**src/rtl/core/afrb_pkg.sv**
```systemverilog
package afrb_pkg;

  localparam int unsigned SAMPLE_W = 24;
  localparam int unsigned CC_W     = 4;
  localparam logic [CC_W-1:0] CC_RESET = 4'd2;

  typedef enum logic [1:0] {
    CMD_PUSH  = 2'd0,
    CMD_READ  = 2'd1,
    CMD_CLEAR = 2'd2
  } cmd_e;

  typedef enum logic [2:0] {
    ST_IDLE = 3'b001,
    ST_RD1  = 3'b010,
    ST_RD2  = 3'b100
  } state_e;

  typedef struct packed {
    logic [1:0]                 cmd;
    logic signed [SAMPLE_W-1:0] sample_in;
  } in_t;

  typedef struct packed {
    logic signed [SAMPLE_W-1:0] left_sample;
    logic signed [SAMPLE_W-1:0] right_sample;
    logic                       frame_valid;
  } out_t;

endpackage

```
**src/rtl/core/afrb_ctrl.sv**
```systemverilog
module afrb_ctrl import afrb_pkg::*; #(
  parameter int unsigned DEPTH = 16384,
  localparam int unsigned AW = $clog2(DEPTH),
  localparam int unsigned FW = $clog2(DEPTH + 1)
) (
  input  logic                clk_i,
  input  logic                rst_ni,
  input  logic [CC_W-1:0]     cc_i,
  input  logic                in_valid_i,
  output logic                in_stall_o,
  input  in_t                 in_data_i,
  output logic                out_valid_o,
  input  logic                out_stall_i,
  output out_t                out_data_o,
  output logic                mem_we_o,
  output logic [AW-1:0]       mem_waddr_o,
  output logic [SAMPLE_W-1:0] mem_wdata_o,
  output logic                mem_re_o,
  output logic [AW-1:0]       mem_raddr_o,
  input  logic [SAMPLE_W-1:0] mem_rdata_i
);

  function automatic logic [AW-1:0] wrap_add(input logic [AW-1:0] pos,
                                             input logic [CC_W-1:0] n);
    logic [AW:0] s;
    s = {1'b0, pos} + (AW+1)'(n);
    if (s >= (AW+1)'(DEPTH)) begin
      s = s - (AW+1)'(DEPTH);
    end
    return s[AW-1:0];
  endfunction

  state_e              state_q, state_d;
  logic [AW-1:0]       rp_q, rp_d;
  logic [AW-1:0]       wp_q, wp_d;
  logic [FW-1:0]       fill_q, fill_d;
  logic                hit_q, hit_d;
  logic [SAMPLE_W-1:0] left_q, left_d;
  logic                out_valid_q, out_valid_d;
  out_t                out_q, out_d;

  logic          accept;
  logic          out_free;
  logic          hit;
  logic [FW-1:0] cc_ext;
  logic [AW-1:0] rp_inc1;
  logic [AW-1:0] rp_incc;

  assign in_stall_o = (state_q != ST_IDLE);
  assign accept     = in_valid_i && (state_q == ST_IDLE);
  assign out_free   = !out_valid_q || !out_stall_i;
  assign cc_ext     = FW'(cc_i);
  assign hit        = (cc_i != '0) && (fill_q >= cc_ext);
  assign rp_inc1    = wrap_add(rp_q, CC_W'(1));
  assign rp_incc    = wrap_add(rp_q, cc_i);

  assign mem_we_o    = accept && (in_data_i.cmd == CMD_PUSH);
  assign mem_waddr_o = wp_q;
  assign mem_wdata_o = in_data_i.sample_in;
  // first word at accept, second word while the first one arrives
  assign mem_re_o    = (accept && (in_data_i.cmd == CMD_READ)) || (state_q == ST_RD1);
  assign mem_raddr_o = (state_q == ST_RD1) ? rp_inc1 : rp_q;

  always_comb begin
    state_d     = state_q;
    rp_d        = rp_q;
    wp_d        = wp_q;
    fill_d      = fill_q;
    hit_d       = hit_q;
    left_d      = left_q;
    out_valid_d = out_valid_q;
    out_d       = out_q;

    if (out_valid_q && !out_stall_i) begin
      out_valid_d = 1'b0;
    end

    unique case (state_q)
      ST_IDLE: begin
        if (accept) begin
          unique case (in_data_i.cmd)
            CMD_PUSH: begin
              // full: drop the oldest word
              if (fill_q == FW'(DEPTH)) begin
                rp_d = rp_inc1;
              end else begin
                fill_d = fill_q + FW'(1);
              end
              wp_d = wrap_add(wp_q, CC_W'(1));
            end
            CMD_READ: begin
              hit_d   = hit;
              state_d = ST_RD1;
            end
            CMD_CLEAR: begin
              rp_d   = '0;
              wp_d   = '0;
              fill_d = '0;
            end
            default: ;
          endcase
        end
      end
      ST_RD1: begin
        left_d  = mem_rdata_i;
        state_d = ST_RD2;
      end
      ST_RD2: begin
        // hold until the output register is free
        if (out_free) begin
          out_valid_d = 1'b1;
          if (hit_q) begin
            out_d.left_sample  = left_q;
            out_d.right_sample = (cc_i == CC_W'(1)) ? left_q : mem_rdata_i;
            out_d.frame_valid  = 1'b1;
            rp_d   = rp_incc;
            fill_d = fill_q - cc_ext;
          end else begin
            out_d.left_sample  = '0;
            out_d.right_sample = '0;
            out_d.frame_valid  = 1'b0;
          end
          state_d = ST_IDLE;
        end
      end
      default: state_d = ST_IDLE;
    endcase
  end

  always_ff @(posedge clk_i or negedge rst_ni) begin
    if (!rst_ni) begin
      state_q     <= ST_IDLE;
      rp_q        <= '0;
      wp_q        <= '0;
      fill_q      <= '0;
      hit_q       <= 1'b0;
      out_valid_q <= 1'b0;
    end else begin
      state_q     <= state_d;
      rp_q        <= rp_d;
      wp_q        <= wp_d;
      fill_q      <= fill_d;
      hit_q       <= hit_d;
      out_valid_q <= out_valid_d;
    end
  end

  always_ff @(posedge clk_i) begin
    left_q <= left_d;
    out_q  <= out_d;
  end

  assign out_valid_o = out_valid_q;
  assign out_data_o  = out_q;

  logic [AW+1:0] ptr_sum;
  logic [AW+1:0] ptr_chk;
  assign ptr_sum = (AW+2)'(rp_q) + (AW+2)'(fill_q);
  assign ptr_chk = (ptr_sum >= (AW+2)'(DEPTH)) ? ptr_sum - (AW+2)'(DEPTH) : ptr_sum;

  a_fill_bound: assert property (@(posedge clk_i) disable iff (!rst_ni)
    fill_q <= FW'(DEPTH))
    else $error("fill count above depth");

  a_ptr_track: assert property (@(posedge clk_i) disable iff (!rst_ni)
    ptr_chk == (AW+2)'(wp_q))
    else $error("read pointer plus fill count does not meet write pointer");

  a_read_consume: assert property (@(posedge clk_i) disable iff (!rst_ni)
    (state_q == ST_RD2 && out_free && hit_q)
      |=> (fill_q == $past(fill_q - cc_ext)) && out_valid_q && out_q.frame_valid)
    else $error("frame read did not consume one frame");

endmodule

```
**config.mk**
```make
export PLATFORM = sky130hd
export DESIGN_NAME = afrb_ctrl
export DESIGN_NICKNAME = d
export VERILOG_FILES = /design/src/rtl/core/afrb_pkg.sv /design/src/rtl/core/afrb_ctrl.sv
export SDC_FILE = /design/constraint.sdc
export NUM_CORES = 1
export LEC_CHECK = 0
export ABC_AREA = 1
export BUFFER_PORTS_ARGS = -buffer_cell sky130_fd_sc_hd__buf_2
export CAP_MARGIN = 40
export CORE_UTILIZATION = 50
export DETAILED_ROUTE_END_ITERATION = 8
export HOLD_SLACK_MARGIN = 0.02
export PLACE_DENSITY = 0.85
export SYNTH_ARGS = -nofsm -noshare
export SYNTH_HDL_FRONTEND = slang
export SYNTH_SLANG_ARGS = --single-unit
```
**constraint.sdc**
```tcl
create_clock -name clk_i -period 3.7 [get_ports clk_i]
set_input_delay 0.74 -clock clk_i [delete_from_list [all_inputs] [get_ports clk_i]]
set_output_delay 0.74 -clock clk_i [all_outputs]
set_load 0.1 [all_outputs]
```
; Word-level counts from Yosys, hierarchy flattened
; Index checks and enable logic that the tools add are counted.
[classes]
muxes = 26
n_lt_le_gt_ge = 4
n_addsub = 8
eq_ne = 15
reduce_logical = 19
[ops]
columns = op, n
row1 = 2-to-1 mux 14 bit, 8
row2 = case mux 14 bit (2 select lines), 3
row3 = 2-to-1 mux 15 bit, 4
row4 = case mux 15 bit (2 select lines), 2
row5 = greater-or-equal comparator 15 bit (second input constant), 3
row6 = subtractor 14 x 1 -> 14 bit (second input constant), 3
row7 = adder 14 x 1 -> 15 bit (second input constant), 2
row8 = 2-to-1 mux 24 bit, 1
row9 = adder 14 x 4 -> 15 bit, 1
row10 = adder 15 x 1 -> 15 bit (second input constant), 1
row11 = == test 15 bit (second input constant), 1
row12 = greater-or-equal comparator 15 x 4 -> 1 bit, 1
row13 = subtractor 15 x 4 -> 15 bit, 1
row14 = AND reduction 6 bit, 2
row15 = 2-to-1 mux 3 bit, 3
row16 = case mux 3 bit (3 select lines), 1
row17 = AND reduction 3 bit, 3
row18 = != test 2 bit (second input constant), 3
row19 = != test 3 x 1 -> 1 bit (second input constant), 2
row20 = logical AND 1 bit, 5
row21 = == test 4 x 1 -> 1 bit (second input constant), 1
row22 = 2-to-1 mux 1 bit, 4
row23 = nonzero test 2 bit, 2
row24 = nonzero test 4 bit, 1
row25 = other kinds (12), 14
[totals]
ff_bits = 121
input_bits = 58
wordCells = 82

; Logic depth before layout (Yosys ltp)
[logic_depth]
depth_word = 7
ltp_mapped = 12

; Worst setup path after synthesis
; No wires, ideal clock.
[synth_path]
kind = register -> output
from = reg state_q[0]
to = out mem_raddr_o[10]
n_path_buf = 1
arrival_time_ns = 3.436
path_stages_with_launch = 4
slack_ns = -0.476
path_cell_list = dfstp_2 nor3_2 clkbuf_1 o21ai_0
[synth_between]
elab_chain_len = 2
[synth_lines]
columns = item, line_no
row1 = from (decl), afrb_ctrl.sv:33  ; state_e state_q, state_d;
row2 = from (signal assigned), afrb_ctrl.sv:139  ; state_q <= state_d;
row3 = == test 3 x 2 -> 1 bit, afrb_ctrl.sv:62  ; assign mem_raddr_o = (state_q == ST_RD1) ? rp_inc1 : rp_q;
row4 = 2-to-1 mux 14 bit, afrb_ctrl.sv:62
row5 = to (decl), afrb_ctrl.sv:19  ; output logic [AW-1:0] mem_raddr_o,
; No other way between the ends.

; Final worst setup path
[layout_path]
from = reg rp_q[4]
to = out mem_raddr_o[12]
[layout_between]
elab_chain_len = 4
[layout_lines]
columns = item, line_no
row1 = from (decl), afrb_ctrl.sv:34  ; logic [AW-1:0] rp_q, rp_d;
row2 = from (signal assigned), afrb_ctrl.sv:140  ; rp_q <= rp_d;
row3 = adder 14 x 1 -> 15 bit *, afrb_ctrl.sv:26  ; s = {1'b0, pos} + (AW+1)'(n);
row4 = subtractor 14 x 1 -> 14 bit or greater-or-equal comparator 15 bit (tied branches), "afrb_ctrl.sv:28, afrb_ctrl.sv:27"
row5 = 2-to-1 mux 14 bit *, afrb_ctrl.sv:27  ; if (s >= (AW+1)'(DEPTH)) begin
row6 = 2-to-1 mux 14 bit *, afrb_ctrl.sv:62
; Mark *: on every way between the ends. The rest lies on a longest branch, timed or not.

==> out/qor.csv <==
metric,value,unit
status,"complete, no violations",
cpMostUsedCell,nand3_1,
hold_ws,144,ps
die_y,120,um
most-common-layout-cells,"225 x nand2_1, 116 x nor2_1, 114 x buf_2",
mostFrequentLayoutCell,nand2_1,
dpl_cell_area,7550,um2
clock-skew-final,8.97,ps
ioPinCount,163,
cts_tree,done,
cts_hold_buf,0,
synthToLayoutAreaGrowth,16.5,%
rsz0062_at_grt,no,
maxSlewViolCount,0,
clk_latency,420,ps
grt_overflow,0,
htree_levels,4,
numCtsBuffers,17,
p_per_area,712,nW/um2
slowest_stage,dfrtp_1,
max_freq,0.325,GHz
drt_iter0_drc,746,
crit_chain,inv_1 > nor3_2 > nand3_1 > nand2_1 > nand3_1 > o21ai_0 > buf_2,
critPathMaxStageDelay,510,ps
clock-sinks,121,
diodes,0,
endpoint_kind,output pin,
fp.dieW,120,um
dieArea,14500,um2
synthesis.area,7020,um2
drc,0,
postRouteAntennaNets,0,
avgSynthCellArea,7.96,um2
cts-resized-gates,0,
critPathKind,register to output pin,
start_kind,register,
clkTransAtPathRegs,60,ps
grt_pass1_wl,27700,um
synthCells,881,
synth_seq_cells,121,
dr.pass1.iters,6,
hold_viol,0,
ys_seq_area_share,48.4,%
via_per_inst,5.50,
tightestPinTransition,804,ps
ir_drop,0.000388,V
synth.distinct_cells,37,
crit_fanout,9,
antenna_found_initial,0,
vias,6374,
wl_per_cell,14.9,um
final_area,8180,um2
core_area,13500,um2
min_period,3080,ps
fill_cells,1090,
cts-root-buf,clkbuf_16,
track_usage,24.7,%
grt_max_degree,51,
arrival,2340,ps
routed_wl,17300,um
portBuffers,114,
maxSlewHeadroom,46.3,%
synth_nets,953,
worstPathRequired,2960,ps
grt_pass1_vias,5920,
rows,42,
min_path_type,primary input to async pin,
clock_path_buffers,2,
drive_above_1_share,17.8,%
final_nets,1042,
dpl.hpwl,11600,um
min_period_over_period,83.2,%
leakage,3.85,nW
yosys_warnings,0,
finalSetupViolCount,0,
gp_routability_congestion,0.906,
cap_viol_max_count,0,
cts_setup_buffers,0,
initial_core_util,52.2,%
power breakdown:
group          total [mW]  leakage (nW)  internal (mW)  switching [mW]
Sequential           1.86          1.30           1.64           0.222
Clock                1.76         0.301           1.13           0.631
Combinational        2.21          2.25          0.503            1.70
layer usage:
| layer | GRT usage (%) | up-vias | routed length [um] |
|---|---|---|---|
| met3 | 6.98 | 44 | 1560 |
| met1 | 31.2 | 2910 | 7220 |
| met2 | 39.9 | 365 | 8070 |
| met4 | 9.80 | 0 | 405 |
| met5 | 0 | - | 0 |
| li1 | - | 3055 | - |
sequential cells by signal, summed over array words and instances, names as in the netlist:
signal,flops
out_data_o,49
left_q,24
fill_q,15
mem_waddr_o,14
rp_q,14
state_q,3
hit_q,1
out_valid_o,1
final timing paths:
path,startpoint,end,slack [ps],depth (start not counted)
min in group clk_i,mem_rdata_i[19],left_q[19],510,1
max reg2reg,state_q[0],fill_q[9],1250,10
max in group asynchronous,rst_ni,fill_q[13],2890,3
min reg2reg,left_q[12],out_data_o[37],520,2
max,rp_q[4],mem_raddr_o[12],620,7
min,rst_ni,rp_q[10],140,1
logic make-up (layout without fill, tap and decap cells):
family,count (synthesis),count (layout),synth area share (%)
adder cells (fa/ha/maj),14,14,2.71
flip-flops,121,121,48.4
XOR/XNOR,13,13,1.62
AND/OR/NAND/NOR,466,466,28.6
buffers and inverters,155,257,10.3
AO/OA/AOI/OAI,112,112,8.40
worst max-delay path: cells and delay by family, from the launching register on:
| kind | cells | cell delay (ps) |
|---|---|---|
| AOI/OAI and AO/OA | 1 | 70 |
| buffers and inverters | 2 | 600 |
| DFF | 1 | 510 |
| and+or+nand+nor | 4 | 730 |
cell usage after synthesis, drive strengths merged:
| cell | count | area [um2] |
|---|---|---|
| and2 | 1 | 6.26 |
| dfrtp | 47 | 1180 |
| nor3 | 15 | 90.1 |
| o22ai | 6 | 37.5 |
| o21ai | 81 | 409 |
| nand4 | 25 | 156 |
| nand3 | 70 | 355 |
| a22oi | 2 | 15.0 |
| dfstp | 1 | 26.3 |
| inv | 104 | 393 |
| a21oi | 21 | 113 |
| nand3b | 2 | 15.0 |
| clkbuf | 11 | 41.3 |
| a31oi | 1 | 6.26 |
| nor2 | 123 | 505 |
| nand2 | 228 | 863 |
| nor4 | 2 | 12.5 |
| buf | 40 | 290 |
| fa | 2 | 40.0 |
| edfxtp | 73 | 2190 |
| a22o | 1 | 8.76 |
| xor2 | 10 | 87.6 |
| xnor2 | 3 | 26.3 |
| ha | 12 | 150 |
final cells by class:
cell class              count  area (um2)  share of cell area [%]
clock inverters            15         198                    2.42
inverters                 104         393                    4.80
repair buffers            121         636                    7.77
flip-flops and latches    121        3390                    41.5
well taps                 176         220                    2.69
clock buffers              17         425                    5.20
multi-input cells         605        2910                    35.6
stage by stage:
step	cells	setup TNS [ps]	utilization (%)	setup slack [ps]	total power [mW]
after floorplan	881	-3330	-	-476	3.76
after global placement	1126	0	56.0	1080	3.98
after detailed placement	1127	0	56.2	1090	4.03
after CTS	1159	0	60.8	644	5.81
after global routing	1159	0	60.8	428	6.13
final	1159	0	60.8	622	5.83
No activity file was read; power rests on OpenSTA's default activity.
